$ cat src/sv/sha256_pkg.sv
`timescale 1ns / 1ps

package sha256_pkg;

  localparam int unsigned WordW   = 32;
  localparam int unsigned Rounds  = 64;
  localparam int unsigned BlkWrds = 16;
  localparam int unsigned HashWrds = 8;

  typedef logic [WordW-1:0] word_t;

  typedef struct packed {
    logic [31:0] message_word;
    logic        start_message;
    logic        final_block;
  } in_word_t;

  typedef struct packed {
    logic [31:0] digest_word;
    logic [2:0]  word_index;
    logic        last_word;
  } out_word_t;

  function automatic word_t rotr(input word_t x, input int unsigned n);
    rotr = (x >> n) | (x << (WordW - n));
  endfunction

  function automatic word_t big_sigma0(input word_t x);
    big_sigma0 = rotr(x, 2) ^ rotr(x, 13) ^ rotr(x, 22);
  endfunction

  function automatic word_t big_sigma1(input word_t x);
    big_sigma1 = rotr(x, 6) ^ rotr(x, 11) ^ rotr(x, 25);
  endfunction

  function automatic word_t small_sigma0(input word_t x);
    small_sigma0 = rotr(x, 7) ^ rotr(x, 18) ^ (x >> 3);
  endfunction

  function automatic word_t small_sigma1(input word_t x);
    small_sigma1 = rotr(x, 17) ^ rotr(x, 19) ^ (x >> 10);
  endfunction

  function automatic word_t iv_word(input logic [2:0] idx);
    word_t r;
    unique case (idx)
      3'd0: r = 32'h6a09e667;
      3'd1: r = 32'hbb67ae85;
      3'd2: r = 32'h3c6ef372;
      3'd3: r = 32'ha54ff53a;
      3'd4: r = 32'h510e527f;
      3'd5: r = 32'h9b05688c;
      3'd6: r = 32'h1f83d9ab;
      3'd7: r = 32'h5be0cd19;
    endcase
    return r;
  endfunction

  function automatic word_t k_word(input logic [5:0] idx);
    word_t r;
    unique case (idx)
      6'd0:  r = 32'h428a2f98;
      6'd1:  r = 32'h71374491;
      6'd2:  r = 32'hb5c0fbcf;
      6'd3:  r = 32'he9b5dba5;
      6'd4:  r = 32'h3956c25b;
      6'd5:  r = 32'h59f111f1;
      6'd6:  r = 32'h923f82a4;
      6'd7:  r = 32'hab1c5ed5;
      6'd8:  r = 32'hd807aa98;
      6'd9:  r = 32'h12835b01;
      6'd10: r = 32'h243185be;
      6'd11: r = 32'h550c7dc3;
      6'd12: r = 32'h72be5d74;
      6'd13: r = 32'h80deb1fe;
      6'd14: r = 32'h9bdc06a7;
      6'd15: r = 32'hc19bf174;
      6'd16: r = 32'he49b69c1;
      6'd17: r = 32'hefbe4786;
      6'd18: r = 32'h0fc19dc6;
      6'd19: r = 32'h240ca1cc;
      6'd20: r = 32'h2de92c6f;
      6'd21: r = 32'h4a7484aa;
      6'd22: r = 32'h5cb0a9dc;
      6'd23: r = 32'h76f988da;
      6'd24: r = 32'h983e5152;
      6'd25: r = 32'ha831c66d;
      6'd26: r = 32'hb00327c8;
      6'd27: r = 32'hbf597fc7;
      6'd28: r = 32'hc6e00bf3;
      6'd29: r = 32'hd5a79147;
      6'd30: r = 32'h06ca6351;
      6'd31: r = 32'h14292967;
      6'd32: r = 32'h27b70a85;
      6'd33: r = 32'h2e1b2138;
      6'd34: r = 32'h4d2c6dfc;
      6'd35: r = 32'h53380d13;
      6'd36: r = 32'h650a7354;
      6'd37: r = 32'h766a0abb;
      6'd38: r = 32'h81c2c92e;
      6'd39: r = 32'h92722c85;
      6'd40: r = 32'ha2bfe8a1;
      6'd41: r = 32'ha81a664b;
      6'd42: r = 32'hc24b8b70;
      6'd43: r = 32'hc76c51a3;
      6'd44: r = 32'hd192e819;
      6'd45: r = 32'hd6990624;
      6'd46: r = 32'hf40e3585;
      6'd47: r = 32'h106aa070;
      6'd48: r = 32'h19a4c116;
      6'd49: r = 32'h1e376c08;
      6'd50: r = 32'h2748774c;
      6'd51: r = 32'h34b0bcb5;
      6'd52: r = 32'h391c0cb3;
      6'd53: r = 32'h4ed8aa4a;
      6'd54: r = 32'h5b9cca4f;
      6'd55: r = 32'h682e6ff3;
      6'd56: r = 32'h748f82ee;
      6'd57: r = 32'h78a5636f;
      6'd58: r = 32'h84c87814;
      6'd59: r = 32'h8cc70208;
      6'd60: r = 32'h90befffa;
      6'd61: r = 32'ha4506ceb;
      6'd62: r = 32'hbef9a3f7;
      6'd63: r = 32'hc67178f2;
    endcase
    return r;
  endfunction

endpackage

$ cat src/sv/sha256_block_compression.sv
`timescale 1ns / 1ps
// Words are taken only while loading (in_ready high), none while a block is
// compressed. The sixteenth word starts 64 rounds on the shared round unit,
// then a hash update, for each 512-bit block of 16 words.
// A final block then presents eight digest words, one per out_ready cycle.
// Reset (rst_n low, synchronous) loads the initial hash and clears counters.
module sha256_block_compression (
  input  logic                  clk,
  input  logic                  rst_n,
  input  logic                  in_valid,
  output logic                  in_ready,
  input  sha256_pkg::in_word_t  in_data,
  output logic                  out_valid,
  input  logic                  out_ready,
  output sha256_pkg::out_word_t out_data
);

  typedef enum logic [1:0] {
    ST_LOAD,
    ST_ROUND,
    ST_UPDATE,
    ST_EMIT
  } state_t;

  state_t                state_r, state_nxt;
  logic [3:0]            word_cnt_r, word_cnt_nxt;
  logic [5:0]            round_r, round_nxt;
  logic [2:0]            emit_idx_r, emit_idx_nxt;
  logic                  final_r, final_nxt;
  logic                  out_valid_r, out_valid_nxt;
  sha256_pkg::out_word_t out_data_r, out_data_nxt;
  sha256_pkg::word_t     h_r [sha256_pkg::HashWrds];
  sha256_pkg::word_t     h_nxt [sha256_pkg::HashWrds];
  sha256_pkg::word_t     v_r [sha256_pkg::HashWrds];
  sha256_pkg::word_t     v_nxt [sha256_pkg::HashWrds];
  sha256_pkg::word_t     w_r [sha256_pkg::BlkWrds];
  sha256_pkg::word_t     w_nxt [sha256_pkg::BlkWrds];

  sha256_pkg::word_t     t1, t2, w_new;
  logic [3:0]            slot;
  logic [2:0]            emit_next_idx;

  assign in_ready  = (state_r == ST_LOAD);
  assign out_valid = out_valid_r;
  assign out_data  = out_data_r;

  // shared round unit
  always_comb begin
    t1 = v_r[7] + sha256_pkg::big_sigma1(v_r[4])
       + ((v_r[4] & v_r[5]) ^ (~v_r[4] & v_r[6]))
       + sha256_pkg::k_word(round_r) + w_r[0];
    t2 = sha256_pkg::big_sigma0(v_r[0])
       + ((v_r[0] & v_r[1]) ^ (v_r[0] & v_r[2]) ^ (v_r[1] & v_r[2]));
    w_new = w_r[0] + sha256_pkg::small_sigma0(w_r[1]) + w_r[9]
          + sha256_pkg::small_sigma1(w_r[14]);
  end

  assign slot          = in_data.start_message ? 4'd0 : word_cnt_r;
  assign emit_next_idx = emit_idx_r + 3'd1;

  always_comb begin
    state_nxt     = state_r;
    word_cnt_nxt  = word_cnt_r;
    round_nxt     = round_r;
    emit_idx_nxt  = emit_idx_r;
    final_nxt     = final_r;
    out_valid_nxt = out_valid_r;
    out_data_nxt  = out_data_r;
    h_nxt         = h_r;
    v_nxt         = v_r;
    w_nxt         = w_r;

    unique case (state_r)
      ST_LOAD: begin
        if (in_valid) begin
          if (in_data.start_message) begin
            for (int i = 0; i < sha256_pkg::HashWrds; i++) begin
              h_nxt[i] = sha256_pkg::iv_word(3'(i));
            end
          end
          for (int i = 0; i < sha256_pkg::BlkWrds - 1; i++) begin
            w_nxt[i] = w_r[i+1];
          end
          w_nxt[sha256_pkg::BlkWrds-1] = in_data.message_word;
          if (slot == 4'd15) begin
            word_cnt_nxt = 4'd0;
            final_nxt    = in_data.final_block;
            round_nxt    = 6'd0;
            v_nxt        = h_r;
            state_nxt    = ST_ROUND;
          end else begin
            word_cnt_nxt = slot + 4'd1;
          end
        end
      end
      ST_ROUND: begin
        v_nxt[7] = v_r[6];
        v_nxt[6] = v_r[5];
        v_nxt[5] = v_r[4];
        v_nxt[4] = v_r[3] + t1;
        v_nxt[3] = v_r[2];
        v_nxt[2] = v_r[1];
        v_nxt[1] = v_r[0];
        v_nxt[0] = t1 + t2;
        for (int i = 0; i < sha256_pkg::BlkWrds - 1; i++) begin
          w_nxt[i] = w_r[i+1];
        end
        w_nxt[sha256_pkg::BlkWrds-1] = w_new;
        round_nxt = round_r + 6'd1;
        if (round_r == 6'(sha256_pkg::Rounds - 1)) begin
          state_nxt = ST_UPDATE;
        end
      end
      ST_UPDATE: begin
        for (int i = 0; i < sha256_pkg::HashWrds; i++) begin
          h_nxt[i] = h_r[i] + v_r[i];
        end
        if (final_r) begin
          out_valid_nxt            = 1'b1;
          out_data_nxt.digest_word = h_r[0] + v_r[0];
          out_data_nxt.word_index  = 3'd0;
          out_data_nxt.last_word   = 1'b0;
          emit_idx_nxt             = 3'd0;
          state_nxt                = ST_EMIT;
        end else begin
          state_nxt = ST_LOAD;
        end
      end
      ST_EMIT: begin
        if (out_ready) begin
          if (emit_idx_r == 3'd7) begin
            out_valid_nxt = 1'b0;
            state_nxt     = ST_LOAD;
          end else begin
            emit_idx_nxt             = emit_next_idx;
            out_data_nxt.digest_word = h_r[emit_next_idx];
            out_data_nxt.word_index  = emit_next_idx;
            out_data_nxt.last_word   = (emit_next_idx == 3'd7);
          end
        end
      end
      default: state_nxt = ST_LOAD;
    endcase
  end

  always_ff @(posedge clk) begin
    if (!rst_n) begin
      state_r     <= ST_LOAD;
      word_cnt_r  <= 4'd0;
      round_r     <= 6'd0;
      emit_idx_r  <= 3'd0;
      final_r     <= 1'b0;
      out_valid_r <= 1'b0;
      out_data_r  <= '0;
      for (int i = 0; i < sha256_pkg::HashWrds; i++) begin
        h_r[i] <= sha256_pkg::iv_word(3'(i));
        v_r[i] <= '0;
      end
    end else begin
      state_r     <= state_nxt;
      word_cnt_r  <= word_cnt_nxt;
      round_r     <= round_nxt;
      emit_idx_r  <= emit_idx_nxt;
      final_r     <= final_nxt;
      out_valid_r <= out_valid_nxt;
      out_data_r  <= out_data_nxt;
      h_r         <= h_nxt;
      v_r         <= v_nxt;
    end
  end

  always_ff @(posedge clk) begin
    w_r <= w_nxt;
  end

endmodule
$ cat config.mk
export PLATFORM = sky130hd
export DESIGN_NAME = sha256_block_compression
export DESIGN_NICKNAME = d
export VERILOG_FILES = /design/src/sv/sha256_pkg.sv /design/src/sv/sha256_block_compression.sv
export SDC_FILE = /design/constraint.sdc
export NUM_CORES = 2
export LEC_CHECK = 0
export BUFFER_PORTS_ARGS = -buffer_cell sky130_fd_sc_hd__buf_4
export CAP_MARGIN = 0
export CORE_MARGIN = 5
export CORE_UTILIZATION = 45
export CTS_BUF_LIST = sky130_fd_sc_hd__clkbuf_4 sky130_fd_sc_hd__clkbuf_8
export DETAILED_ROUTE_END_ITERATION = 16
export PLACE_DENSITY = 0.7
export SLEW_MARGIN = 0
export SYNTH_ARGS = -nofsm -noshare
export SYNTH_HDL_FRONTEND = slang
export SYNTH_SLANG_ARGS = --single-unit
$ cat constraint.sdc
create_clock -name clk -period 39.6 [get_ports clk]
set_clock_uncertainty 0.05 [all_clocks]
set_input_delay 5.94 -clock clk [delete_from_list [all_inputs] [get_ports clk]]
set_output_delay 5.94 -clock clk [all_outputs]
set_load 0.03 [all_outputs]
==> key figures <==
Critical path
  – Crit path max fanout: 30
  – Critical Path RT: roughly 40 ns
  – Worst Setup End Kind: flip-flop
  – Critical Path AT: 10.48 ns
  – Reg-to-Reg Start: v_r[108]$_SDFFE_PN0P_
  – Flop-to-flop setup slack: 30.55 ns
  – WS Path Type: input pin to flip-flop
  – CP startpoint: in_data[1]
  – CP Launch Type: input pin

Timing
  – Endpoints failing setup: 0
  – Period minus WS final: 9.71 ns
  – Setup TNS: 0 ns
  – Measured slew at the worst slew-check pin: 1.24 ns
  – Fmax: 103 MHz
  – Final hold vios: 0
  – Slew headroom: 17.1%
  – Max-slew violations: 0
  – Tcrit/Tclk final: 24.5%
  – Worst Slack Setup Final: 29.89 ns
  – RSZ-0062 raised after global routing: false

Job
  – Max_cap viols: 0

Logic synthesis
  – Cell variety after synth: 98
  – Most frequent cell after synthesis: nand2_1
  – Mapped Avg Cell Area: 9.41 sq um
  – Cell area after synthesis: 0.0681 sq mm
  – Mapped Nets: 7,864
  – YS warnings: 0
  – Seq cells post-synth: 1,106
  – Synth cell count leaders: 879 x nand2_1, 645 x nor2_1, 594 x dfxtp_1
  – Yosys top cell area share: a little under a quarter
  – Synth async-reset ratio: 0%
  – Post-Synthesis Cells: 7,238
  – Post-synth EDFFs: 512
  – Leading register cell type out of synthesis: dfxtp_1
  – Sequential fraction of the synthesis area: about two fifths
  – Yosys top cell by area: edfxtp_1
  – Synth top area cells: edfxtp_1 23%, dfxtp_1 17%, ha_1 7.2%, fa_1 5.7%, nand2_1 4.8%

Routing
  – Final ANT Viol Nets: 0
  – Routed Wire Length: 223,000 um
  – Vias: 56,401
  – DRC: 0
  – Vias per cell: approximately 6
  – WL/cell: 23.8 um
  – First-pass iteration count of the detailed router: 8
  – Iteration-0 DRC Markers: 5,870

Placed design
  – GPL Wtd Cong: 0.981
  – DP Worst Slack: 29.02 ns
  – Port Buffers: 75
  – Post-DP HPWL: 159,000 um

Clock network
  – CTS buffer count: 192
  – Clk sinks: approximately 1,100
  – Deepest level of the CTS H-tree: 4
  – Count of hold-fix buffers inserted at cts: 0
  – Maximum root-to-sink buffer count: 3
  – Worst-path clk slew: 0.06 ns
  – Clk_lat worst skew: ~1 ns
  – Post-cts sizing count: 0
  – Post-CTS setup buffers: 0
  – TritonCTS clock tree: built
  – Clk root buf: clkbuf_8

Pwr
  – VDD IR max: about 0.035 mV
  – Power per cell area: 36.8 mW/mm^2
  – Leak: 30.7 nW

Min path
  – Hold crit path type: flip-flop to flip-flop
  – HP Start: w_r[346]$_DFFE_PP_

Cells and area
  – Final net count: 7,817
  – Layout cells sized above 1: 8.50%
  – Final core utilization: 49.7%
  – Layout area overhead: 9.51%

Floorplanning
  – Total die area: around 0.16 sq mm
  – Die Width: 399 um
  – Initial core utilization: 45.4%
  – Site Rows: between 100 and 150
  – # IOs: 76
  – Total core area: 0.150 sq mm
  – Die Height: 399 um

Global routing
  – Vias in the first global route: ~53,000
  – Total gr overflow: 0
  – Initial antenna violation count: 4
  – Largest net degree at the start of global routing: 95
  – GRT Overall Usage: 27.2%
  – First-pass GRT wire length: about 330,000 um

Outcome
  – Status: finished, final reports clean
==> flip-flops by register name (all words and copies together) (netlist names), named ones only <==
signal / count
w_r: 512
h_r: 256
v_r: 256
out_data: 33
round_r: 6
word_cnt_r: 4
emit_idx_r: 3
state_r: 2
final_r: 1
out_valid: 1
==> per-stage QoR <==
| step | hold slack (ns) | instances | cell area, sq um | power (W) |
|---|---|---|---|---|
| final | 0.321 | 9357 | 74600 | 0.00275 |
| after global routing | 0.335 | 9357 | 74600 | 0.00286 |
| after CTS | 0.318 | 9354 | 74600 | 0.00276 |
| after detailed placement | 0.355 | 9013 | 70400 | 0.00162 |
| after global placement | 0.350 | 9013 | 70400 | 0.00161 |
| after floorplan | 0.350 | 7238 | 68100 | 0.00153 |
==> final cells by class <==
cell class	count	area [sq um]
inverters	522	1970
well taps	2016	2520
clock buffers	260	3250
multi-input cells	5213	37500
fillers	13680	75500
flip-flops and latches	1106	27300
clock inverters	81	925
repair buffers	156	1180
diodes	3	7.51
==> worst max-delay path: stages <==
cell and delay (ns):
buf_4 0.13, nor2b_1 0.22, ha_1 0.27, nand4b_1 0.28
nor2_4 0.72, o21ai_1 0.38, nand2_1 0.15, buf_4 0.32
inv_1 0.10, ha_1 0.19, buf_4 0.23, nor2_1 0.74
nor2_1 0.06, or4_1 0.43, o311ai_1 0.17, o21ai_1 0.12
==> cells by family after synthesis <==
kind of cell               Yosys count  synth area share, %
adders and majority gates          590                 13.0
muxes                              133                 3.18
buffers and inverters              919                 5.12
xor gates and xnor gates           573                 7.39
DFF                               1106                 40.0
AOI/OAI and AO/OA                 1946                 18.9
and+or+nand+nor                   1971                 12.3
==> final timing paths <==
check	endpoint	depth (start not counted)
worst max-delay path	flip-flop	16
worst min-delay path	w_r[378]$_DFFE_PP_	0
worst max register to register	v_r[255]$_SDFFE_PN0P_	33
worst min register to register	w_r[378]$_DFFE_PP_	0
==> power breakdown <==
| group | switching, W | leakage, nW | internal [W] |
|---|---|---|---|
| clock | 0.000529 | 2.18 | 0.000618 |
| sequential | 0.0000173 | 9.80 | 0.00123 |
| combinational | 0.000220 | 18.7 | 0.000134 |
==> per-layer routing <==
metal | track usage, % | vias up | share of wire [%]
met2 | 41.0 | 2616 | 43
met4 | 11.0 | 4 | 4.3
met5 | 0 | - | 0.010
met1 | 38.3 | 27573 | 43
li1 | - | 25707 | -
met3 | 5.68 | 501 | 9.1
==> placed cells by master, fill, tap and decap left out, types with 195 or more instances in the layout <==
master and count:
nand2_1 874, nor2_1 641, dfxtp_1 593, inv_1 516, edfxtp_1 512, a21oi_1 465
ha_1 391, xnor2_1 350, o21ai_0 302, xor2_1 221, a311oi_1 210, clkbuf_8 208
fa_1 195
Note: power is estimated with default switching activity, not from simulation.
